### config.mk
export PLATFORM = sky130hd
export DESIGN_NAME = rau_front
export DESIGN_NICKNAME = d
export VERILOG_FILES = /design/src/rau_pkg.sv /design/src/rau_front.sv
export SDC_FILE = /design/constraint.sdc
export NUM_CORES = 1
export LEC_CHECK = 0
export BUFFER_PORTS_ARGS = -buffer_cell sky130_fd_sc_hd__buf_2
export CORE_MARGIN = 4
export CORE_UTILIZATION = 35
export CTS_CLUSTER_DIAMETER = 80
export DETAILED_ROUTE_END_ITERATION = 8
export PLACE_DENSITY = 0.65
export SKIP_LAST_GASP = 1
export SLEW_MARGIN = 15
export SYNTH_ARGS = -nofsm -noshare
export SYNTH_HDL_FRONTEND = slang
export SYNTH_SLANG_ARGS = --single-unit
### constraint.sdc
create_clock -name clk -period 16.75 [get_ports clk]
set_input_delay 1.675 -clock clk [delete_from_list [all_inputs] [get_ports clk]]
set_output_delay 1.675 -clock clk [all_outputs]
set_load 0.005 [all_outputs]
### src/rau_pkg.sv
`default_nettype none
package rau_pkg;
  localparam int OperandWidthDef = 32;
  localparam int ResW = 64;

  typedef enum logic [2:0] {
    ACT_ADD = 3'd0,
    ACT_SUB = 3'd1,
    ACT_MUL = 3'd2,
    ACT_DIV = 3'd3,
    ACT_CMP = 3'd4
  } action_t;

  typedef enum logic [1:0] {
    ST_OK   = 2'd0,
    ST_ZDEN = 2'd1,
    ST_DIV0 = 2'd2
  } status_t;

  typedef enum logic [2:0] {
    BK_IDLE,
    BK_MUL,
    BK_SUM,
    BK_GCD,
    BK_DIVN,
    BK_DIVD,
    BK_OUT
  } bk_state_t;

  typedef struct packed {
    logic [2:0]  action;
    logic [1:0]  status;
    logic [31:0] a_num;
    logic [30:0] a_den;
    logic [31:0] b_num;
    logic [30:0] b_den;
  } job_t;
endpackage
`default_nettype wire

### src/rau_front.sv
`default_nettype none
module rau_front import rau_pkg::*; #(
  parameter int OperandWidth = OperandWidthDef
) (
  input  wire logic        clk,
  input  wire logic        rst_n,
  input  wire logic        in_valid,
  output logic             in_ready,
  input  wire logic [2:0]  in_action,
  input  wire logic [31:0] in_a_num,
  input  wire logic [30:0] in_a_den,
  input  wire logic [31:0] in_b_num,
  input  wire logic [30:0] in_b_den,
  output logic             q_valid,
  input  wire logic        q_ready,
  output job_t             q_job
);
  localparam int Depth = 2;
  job_t        mem_r [Depth];
  logic        wp_r, rp_r, wp_nxt, rp_nxt;
  logic [1:0]  cnt_r, cnt_nxt;
  job_t        job;
  logic [31:0] an, bn;
  logic [30:0] ad, bd;
  logic        push, pop;

  assign an = {{(32-OperandWidth){in_a_num[OperandWidth-1]}}, in_a_num[OperandWidth-1:0]};
  assign bn = {{(32-OperandWidth){in_b_num[OperandWidth-1]}}, in_b_num[OperandWidth-1:0]};
  assign ad = {{(32-OperandWidth){1'b0}}, in_a_den[OperandWidth-2:0]};
  assign bd = {{(32-OperandWidth){1'b0}}, in_b_den[OperandWidth-2:0]};

  always_comb begin
    job.action = in_action;
    job.a_num  = an;
    job.a_den  = ad;
    job.b_num  = bn;
    job.b_den  = bd;
    if (ad == '0 || bd == '0) begin
      job.status = ST_ZDEN;
    end else if (in_action == ACT_DIV && bn == '0) begin
      job.status = ST_DIV0;
    end else begin
      job.status = ST_OK;
    end
  end

  assign in_ready = (cnt_r != 2'(Depth));
  assign q_valid  = (cnt_r != 2'd0);
  assign q_job    = mem_r[rp_r];
  assign push     = in_valid && in_ready;
  assign pop      = q_valid && q_ready;
  assign wp_nxt   = push ? ~wp_r : wp_r;
  assign rp_nxt   = pop ? ~rp_r : rp_r;
  assign cnt_nxt  = cnt_r + 2'(push) - 2'(pop);

  always_ff @(posedge clk) begin
    if (push) begin
      mem_r[wp_r] <= job;
    end
  end

  always_ff @(posedge clk) begin
    if (!rst_n) begin
      wp_r  <= 1'b0;
      rp_r  <= 1'b0;
      cnt_r <= '0;
    end else begin
      wp_r  <= wp_nxt;
      rp_r  <= rp_nxt;
      cnt_r <= cnt_nxt;
    end
  end

  assert property (@(posedge clk) disable iff (!rst_n) cnt_r <= 2'(Depth))
    else $error("queue count overflow");
  assert property (@(posedge clk) disable iff (!rst_n) push && !pop |=> cnt_r != 2'd0)
    else $error("queue lost entry");
  assert property (@(posedge clk) disable iff (!rst_n) (cnt_r == 2'(Depth)) |-> !in_ready)
    else $error("accept while full");
endmodule
`default_nettype wire

==> results of run 1 <==
[per-stage QoR]
| stage | hold WS, ns | worst slack (ns) | area [sq um] |
|---|---|---|---|
| final | 0.560 | 12.56 | 12900 |
| after global routing | 0.588 | 12.43 | 12900 |
| after CTS | 0.563 | 12.45 | 12900 |
| after detailed placement | 0.544 | 12.77 | 12000 |
| after global placement | 0.542 | 12.79 | 12000 |
| after floorplan | 0.527 | 8.92 | 10300 |
[state kept, by name (all words and copies together), names as in the netlist, named ones only]
name	cells
wp_r	1
rp_r	1
cnt_r	2
mem_r	262
[path summary, 6_finish.rpt]
path / cells after the start / startpoint / endpoint
setup / recovery: 3 / flip-flop / q_job[65]
hold / removal: 2 / rp_r / flip-flop
setup reg to reg: 3 / cnt_r[0] / mem_r[1][1]
hold reg to reg: 2 / rp_r / flip-flop
[cell usage after synthesis (all sizes together)]
cell    count
dfxtp       5
xnor2       4
and3        1
nand2b      1
nand4       5
ha          2
nor2        1
nor3        4
nand2       3
or2         1
nand3       1
nor4       22
inv         1
nor2b       2
buf        15
and2        4
edfxtp    262
o22ai       1
mux2      131
[metal layers]
layer | track usage | wire length [microns] | vias to the layer above | share of wire
met2 | 0.203 | 10100 | 184 | 0.48
met5 | 0 | 48 | - | 0.0023
met3 | 0.0394 | 1710 | 39 | 0.082
met1 | 0.154 | 8390 | 2557 | 0.40
li1 | - | - | 2462 | -
met4 | 0.0349 | 583 | 8 | 0.028
[worst max-delay path: cells and delay by family, from the launching register on]
| kind | cells | cell delay (ns) |
|---|---|---|
| muxes | 1 | 0.37 |
| buffers and inverters | 2 | 0.97 |
| DFF | 1 | 0.53 |
[area by class of cell]
class	instances	area [sq um]	share of cell area
flip-flops and latches	267	7970	0.617
diodes	1	2.50	0.000194
inverters	1	3.75	0.000291
clock inverters	20	188	0.0145
well taps	384	480	0.0372
multi-input cells	183	2170	0.168
clock buffers	32	737	0.0571
repair buffers	270	1360	0.106
[layout by cell type, fill, tap and decap left out, drive strengths merged]
cell	n
mux2	131
nand2b	1
diode	1
o22ai	1
nor3	4
ha	2
nor2b	2
nor2	1
nand4	5
or2	1
clkinv	12
nor4	22
clkbuf	32
nand3	1
bufinv	3
edfxtp	262
dfxtp	5
inv	3
xnor2	4
and3	1
buf	270
and2	4
clkinvlp	3
nand2	3
[logic make-up after synthesis]
family	share of synthesized area
XOR/XNOR	0.00414
AND/OR/NAND/NOR	0.0261
adder cells (fa/ha/maj)	0.00244
flip-flops	0.776
buffers and inverters	0.0147
multiplexers	0.176
AO/OA/AOI/OAI	0.000609
[where the power goes]
part           leakage [nW]  switching [W]  internal, W
registers              2.49      0.0000270     0.000849
logic                  1.94       0.000209     0.000235
clock network         0.448       0.000246     0.000363
total                  4.88       0.000482      0.00145
==> flow_metrics.py, run 1 <==
metrics = {
    "die": {
        "core_sq_mm": 0.0289,
        "die_width_microns": 179,
        "dieHeight_microns": 179,
        "ios": 266,
        "dieArea_sq_mm": 0.0322,
        "initial_utilization": 0.356,
        "rows": 62,
    },
    "clocking": {
        "path_clk_slew_ns": 0.06,
        "cts_setup_buffers": 0,
        "clock_latency_ns": 0.53,
        "cts_buffer_depth": 3,
        "ctsRootBufferMaster": "clkbuf_16",
        "cts.sinks": 267,
        "cts_tree": "built",
        "cts_resized": 0,
        "h-tree-depth": 1,
        "holdBufCountCts": 0,
        "cts_buffers": 29,
    },
    "worst_setup_path": {
        "max_stage_delay_ns": 0.84,
        "startpoint_type": "flip-flop",
        "crit_required_ns": 15.07,
        "crit_type": "reg2out",
        "r2r_setup_slack_ns": 14.10,
        "setup.worst_path.end_class": "primary output",
        "cp_slowest_cell": "buf_4",
        "path_cells": "buf_4 -> mux2_4 -> buf_2",
        "crit_path_max_fanout": 56,
        "worst_ep_arrival_time_ns": 2.51,
    },
    "synthesis": {
        "synth.distinct_cells": 24,
        "ys_top_cells_by_area": "edfxtp_1 (77%), mux2_4 (13%), mux2_2 (4.5%)",
        "synth_area_sq_mm": 0.0103,
        "ys_warn_count": 0,
        "synth_nets": 601,
        "synth-seq-cells": 267,
        "yosys.area.top_type": "edfxtp_1",
        "syn_area_per_cell_sq_um": 22.0,
        "synth_top_area_frac": 0.766,
        "syn_inst": 466,
        "yosysSeqAreaShare": 0.776,
    },
    "detailed_routing": {
        "via_per_inst": 4.53,
        "vias": 5250,
        "drt-wirelength-per-cell_microns": 18.0,
        "dr.pass1.iters": 4,
        "drc_errors": 0,
        "drtIter0Drc": 234,
        "antenna_left": 0,
        "drt_wl_total_microns": 20800,
    },
    "sta": {
        "setup_tns_ns": 0,
        "finalHoldViolations": 0,
        "fin_skew_ns": 0.00698,
        "rsz0062_at_grt": "no",
        "worstMarginPinSlew_ns": 1.08,
        "max_clock_freq_ghz": 0.239,
        "finalSetupViolCount": 0,
        "max-slew-margin-rel": 0.281,
        "fin_crit_sh": 0.250,
        "post-route-min-period_ns": 4.19,
        "maxSlewViolCount": 0,
    },
    "power": {
        "p_leak_nw": 4.88,
        "power.density_mw_per_mm2": 149,
        "peakVddDrop_mv": 0.0848,
        "p_total_w": 0.00193,
    },
    "global_route": {
        "grt_max_degree": 75,
        "grt_pass1_vias": 5340,
        "grt_pass1_wl_microns": 30300,
        "antenna_found_initial": 5,
        "grt_usage": 0.122,
        "gr-total-overflow": 0,
    },
    "place": {
        "dp_cells": 1105,
        "io_buffers": 265,
        "gp_congestion": 0.708,
        "dpl.hpwl_microns": 14100,
    },
    "layout": {
        "postLayoutCoreUtil": 0.447,
        "final_cells": 1158,
        "nNetsFinal": 887,
        "area_growth_pct": 25.7,
        "drive_above_1_share": 0.582,
        "fillCellCount": 2593,
    },
    "status": {
        "status": "finished clean",
    },
    "flow_run": {
        "max-cap-violations": 0,
    },
    "min_path": {
        "hp-class": "reg2reg",
    },
}
(Power assumes the default switching activity.)
==> inputs of run 2 (changes only) <==
--- a/config.mk
+++ b/config.mk
@@ -10,7 +10,7 @@
 export CORE_UTILIZATION = 35
 export CTS_CLUSTER_DIAMETER = 80
 export DETAILED_ROUTE_END_ITERATION = 8
-export PLACE_DENSITY = 0.65
+export PLACE_DENSITY = 0.67
 export SKIP_LAST_GASP = 1
 export SLEW_MARGIN = 15
 export SYNTH_ARGS = -nofsm -noshare
==> constraint.sdc (replaced) <==
create_clock -name clk -period 3.5 [get_ports clk]
set_input_delay 0.35 -clock clk [delete_from_list [all_inputs] [get_ports clk]]
set_output_delay 0.35 -clock clk [all_outputs]
set_load 0.005 [all_outputs]
==> flow_metrics.py, run 2 (same netlist as run 1, synthesis figures left out) <==
metrics = {
    "status": {
        "status": "finished clean",
    },
    "global_route": {
        "antenna_found_initial": 3,
        "grt_usage": 0.126,
        "grt_max_degree": 78,
        "gr-total-overflow": 0,
        "grt_pass1_wl_microns": 31000,
        "grt_pass1_vias": 5552,
    },
    "detailed_routing": {
        "drt_wl_total_microns": 21300,
        "antenna_left": 0,
        "drt-wirelength-per-cell_microns": 18.0,
        "drtIter0Drc": 195,
        "via_per_inst": 4.53,
        "drc_errors": 0,
        "vias": 5367,
        "dr.pass1.iters": 4,
    },
    "die": {
        "ios": 266,
        "die_width_microns": 179,
        "dieArea_sq_mm": 0.0322,
        "rows": 62,
        "initial_utilization": 0.356,
        "dieHeight_microns": 179,
        "core_sq_mm": 0.0289,
    },
    "power": {
        "p_seq_frac": 0.455,
        "power.density_mw_per_mm2": 697,
        "power_frac_clock": 0.307,
        "sw_frac_of_total": 0.247,
        "p_sw_w": 0.00227,
        "p_int_w": 0.00694,
        "p_total_w": 0.00922,
        "p_leak_nw": 5.01,
        "peakVddDrop_mv": 0.436,
        "combPwrFrac": 0.237,
    },
    "sta": {
        "finalHoldViolations": 0,
        "fin_crit_sh": 0.710,
        "finalSetupViolCount": 0,
        "setup_tns_ns": 0,
        "maxSlewViolCount": 0,
        "worstMarginPinSlew_ns": 0.694,
        "max_clock_freq_ghz": 0.402,
        "fin_skew_ns": 0.00536,
        "post-route-min-period_ns": 2.49,
        "rsz0062_at_grt": "no",
        "holdWs_ns": 0.0263,
        "max-slew-margin-rel": 0.538,
    },
    "layout": {
        "reg.largest.list": "mem_r x262, cnt_r x2",
        "drive_above_1_share": 0.557,
        "layout_commonest_cell": "buf_2",
        "largest_reg_flops": 262,
        "regArea_sq_mm": 0.00797,
        "area_growth_pct": 28.7,
        "fillCellCount": 2548,
        "layout_common_cells": "buf_2 (265), edfxtp_1 (262), mux2_4 (90)",
        "antennaDiodeCount": 0,
        "nNetsFinal": 918,
        "multi_input_area_sq_mm": 0.00217,
        "final_cells": 1185,
        "top_register": "mem_r",
    },
    "worst_setup_path": {
        "crit_required_ns": 3.15,
        "setup.worst_path.end_class": "primary output",
        "critical_path.n_buffers_inverters": 2,
        "r2r_start": "cnt_r[0]",
        "crit_type": "reg2out",
        "worstSetupPathDepth": 3,
        "cp-endpoint": "q_job[1]",
        "cp_slowest_cell": "dfxtp_4",
        "crit_family": "buffers and inverters",
        "startpoint_type": "flip-flop",
        "worst_ep_arrival_time_ns": 2.14,
        "crit_path_max_fanout": 28,
        "path_cells": "buf_4 -> mux2_2 -> buf_2",
        "rr_endpoint": "mem_r[0][8]",
        "reg2reg_depth": 4,
        "r2r_setup_slack_ns": 1.49,
        "max_stage_delay_ns": 0.58,
    },
    "clocking": {
        "ctsRootBufferMaster": "clkbuf_16",
        "cts_setup_buffers": 0,
        "cts_tree": "built",
        "cts_buffer_depth": 3,
        "cts_buffers": 29,
        "path_clk_slew_ns": 0.06,
        "cts.sinks": 267,
        "holdBufCountCts": 28,
        "h-tree-depth": 1,
        "cts_resized": 0,
        "clock_latency_ns": 0.52,
    },
    "place": {
        "dpl.hpwl_microns": 14600,
        "io_buffers": 265,
        "dp_cells": 1108,
        "gp_congestion": 0.740,
    },
    "flow_run": {
        "max-cap-violations": 0,
    },
    "min_path": {
        "hp-class": "in2reg",
    },
}
-- run 2: worst min-delay path by stage --
stage | to | startpoint | slack, ns | cells after the start
finish | mem_r[0][98] | in_a_num[4] | 0.03 | 1
CTS | mem_r[1][22] | in_b_den[22] | 0.0002 | 1
floorplan | mem_r[0][0] | in_b_den[0] | 0.45 | 0
global placement | flip-flop | rp_r | 0.54 | 2
global route | mem_r[1][8] | in_b_den[8] | 0.006 | 1
detailed placement | flip-flop | rp_r | 0.54 | 2
-- run 2: per-layer routing --
layer	share of wire	vias to the layer above	track usage	routed length, microns
li1	-	2514	-	-
met1	0.39	2618	0.149	8300
met2	0.50	191	0.220	10600
met3	0.086	38	0.0432	1830
met4	0.025	6	0.0305	532
met5	0.0018	-	0	39
-- run 2: area by class of cell --
class | instances | share of cell area
flip-flops and latches | 267 | 0.603
multi-input cells | 183 | 0.164
repair buffers | 301 | 0.130
clock buffers | 35 | 0.0566
well taps | 384 | 0.0363
clock inverters | 14 | 0.0104
inverters | 1 | 0.000284
-- run 2: through the flow --
stage / area (sq um) / worst slack [ns] / util
detailed placement: 12100 / 1.44 / 0.418
global route: 13200 / 0.890 / 0.458
floorplan: 10300 / 0.523 / -
CTS: 13200 / 0.947 / 0.458
finish: 13200 / 1.01 / 0.458
global placement: 12100 / 1.49 / 0.418
-- run 2: power groups by stage --
stage	clock network (W)	registers, W	logic [W]
global placement	0	0.00425	0.00220
finish	0.00283	0.00420	0.00219
floorplan	0	0.00422	0.00141
CTS	0.00291	0.00421	0.00224
detailed placement	0	0.00427	0.00221
global route	0.00306	0.00424	0.00238
==> inputs of run 3 (changes only) <==
==> constraint.sdc (replaced) <==
create_clock -name clk -period 2.05 [get_ports clk]
set_input_delay 0.205 -clock clk [delete_from_list [all_inputs] [get_ports clk]]
set_output_delay 0.205 -clock clk [all_outputs]
set_load 0.005 [all_outputs]
==> flow_metrics.py, run 3 (same netlist as run 1, synthesis figures left out) <==
metrics = {
    "status": {
        "status": "finished clean",
    },
    "power": {
        "p_leak_nw": 5.46,
        "peakVddDrop_mv": 0.994,
        "power.density_mw_per_mm2": 1110,
        "p_total_w": 0.0160,
    },
    "worst_setup_path": {
        "startpoint_type": "flip-flop",
        "reg2reg_depth": 8,
        "cp_slowest_cell": "dfxtp_4",
        "rr_endpoint": "cnt_r[1]",
        "worst_ep_arrival_time_ns": 1.80,
        "r2r_setup_slack_ns": 0.25,
        "worstSetupPathDepth": 3,
        "crit_type": "reg2out",
        "setup.worst_path.end_class": "primary output",
        "cp-endpoint": "q_job[36]",
        "crit_family": "buffers and inverters",
        "r2r_start": "cnt_r[1]",
        "crit_path_max_fanout": 44,
        "crit_required_ns": 1.85,
        "max_stage_delay_ns": 0.42,
        "critical_path.n_buffers_inverters": 2,
        "path_cells": "buf_12 -> mux2_2 -> buf_2",
    },
    "place": {
        "place_area_sq_mm": 0.0121,
        "dpl.hpwl_microns": 14600,
        "gp_congestion": 0.735,
        "io_buffers": 265,
    },
    "global_route": {
        "grtUsageMet3": 0.0424,
        "grt_max_degree": 74,
        "grt_usage": 0.139,
        "met2_usage": 0.236,
        "grt.busiest_layer": "met2",
        "antenna_found_initial": 0,
        "grt_pass1_vias": 6185,
        "grt_util_met1": 0.166,
        "grt_pass1_wl_microns": 34500,
        "gr-total-overflow": 0,
    },
    "clocking": {
        "cts.sinks": 267,
        "cts_buffers": 29,
        "ctsRootBufferMaster": "clkbuf_16",
        "h-tree-depth": 1,
        "path_clk_slew_ns": 0.06,
        "cts_buffer_depth": 3,
        "clock_latency_ns": 0.54,
        "cts_tree": "built",
    },
    "sta": {
        "rsz0062_at_grt": "yes",
        "finalSetupViolCount": 0,
        "setup_tns_ns": 0,
        "worstMarginPinSlew_ns": 0.699,
        "max_clock_freq_ghz": 0.499,
        "holdWs_ns": 0.0987,
        "maxSlewViolCount": 0,
        "post-route-min-period_ns": 2.01,
        "max-slew-margin-rel": 0.529,
        "finalHoldViolations": 0,
        "fin_crit_sh": 0.978,
        "fin_skew_ns": 0.0102,
    },
    "die": {
        "initial_utilization": 0.356,
        "core_sq_mm": 0.0289,
        "dieArea_sq_mm": 0.0322,
        "ios": 266,
        "dieHeight_microns": 179,
        "rows": 62,
        "die_width_microns": 179,
    },
    "detailed_routing": {
        "drc_errors": 0,
        "drtIter0Drc": 294,
        "drt-wirelength-per-cell_microns": 18.1,
        "vias": 5821,
        "drt_wl_total_microns": 23500,
        "antenna_left": 0,
        "dr.pass1.iters": 4,
        "via_per_inst": 4.50,
    },
    "flow_run": {
        "max-cap-violations": 0,
    },
    "layout": {
        "reg.largest.list": "mem_r x262, cnt_r x2",
        "fillCellCount": 2371,
        "multi_input_area_sq_mm": 0.00218,
        "largest_reg_flops": 262,
        "nNetsFinal": 1025,
        "layout_commonest_cell": "buf_2",
        "fin_area_sq_mm": 0.0143,
        "layout_common_cells": "buf_2 (265), edfxtp_1 (262), dlygate4sd3_1 (130)",
        "drive_above_1_share": 0.503,
        "top_register": "mem_r",
        "area_growth_pct": 39.6,
        "regArea_sq_mm": 0.00797,
    },
    "min_path": {
        "hp-class": "in2reg",
    },
}
-- run 3: cell types whose count changed in the layout (fill, tap and decap cells not counted), moves of 2 or more --
cell and change:
clkbuf_1 -2, bufinv_16 -2, clkinvlp_4 +5, buf_12 +2
dlygate4sd3_1 +102
-- run 3: through the flow --
| step | cells | worst slack [ns] | utilization |
|---|---|---|---|
| final | 1294 | 0.0448 | 0.497 |
| after global routing | 1293 | -0.0331 | 0.497 |
| after CTS | 1292 | -0.0438 | 0.496 |
| after detailed placement | 1112 | 0.149 | 0.421 |
| after global placement | 1112 | 0.159 | 0.421 |
| after floorplan | 466 | -0.824 | - |
-- run 3: how the worst min path moves through the flow --
stage	startpoint	to	slack, ns	depth (start not counted)
2_1_floorplan	in_b_den[0]	mem_r[0][0]	0.30	0
3_3_place_gp	in_a_num[26]	mem_r[1][120]	0.39	1
3_5_place_dp	in_a_num[29]	mem_r[0][123]	0.40	1
4_1_cts	q_ready	rp_r	0.08	4
5_1_grt	q_ready	rp_r	0.10	4
6_report	q_ready	rp_r	0.1	4
-- run 3: area by class of cell --
cell class / instances / area share
Multi-Input combinational cell: 183 / 0.152
Tap cell: 384 / 0.0335
Antenna cell: 1 / 0.000174
Sequential cell: 267 / 0.556
Timing Repair Buffer: 408 / 0.198
Clock buffer: 33 / 0.0516
Clock inverter: 17 / 0.00829
Inverter: 1 / 0.000262
-- run 3: what timing repair did --
| action | CTS | global route |
|---|---|---|
| endpoints found under the hold margin | 263 | 0 |
| gates resized for setup | 1 | 1 |
| hold buffers | 130 | 0 |
| buffers inserted | 0 | 0 |
| setup endpoints to repair | 46 | 69 |
| cloned | 0 | 1 |
-- run 3: layer usage --
metal | up-vias | share of wire
met4 | 0 | 0.042
li1 | 2746 | -
met3 | 57 | 0.074
met1 | 2816 | 0.40
met2 | 202 | 0.49
met5 | - | 0
-- run 3: worst reg2reg max path, delay by kind of cell, from the launching register on --
| kind | cells | cell delay, ns |
|---|---|---|
| xor gates and xnor gates | 2 | 0.26 |
| and+or+nand+nor | 3 | 0.59 |
| DFF | 1 | 0.35 |
| buffers and inverters | 1 | 0.05 |
| adders and majority gates | 2 | 0.45 |
-- run 3: power by group --
| part | total [W] | internal (W) | switching [W] |
|---|---|---|---|
| logic | 0.00413 | 0.00223 | 0.00190 |
| registers | 0.00712 | 0.00692 | 0.000197 |
| clock network | 0.00472 | 0.00270 | 0.00202 |
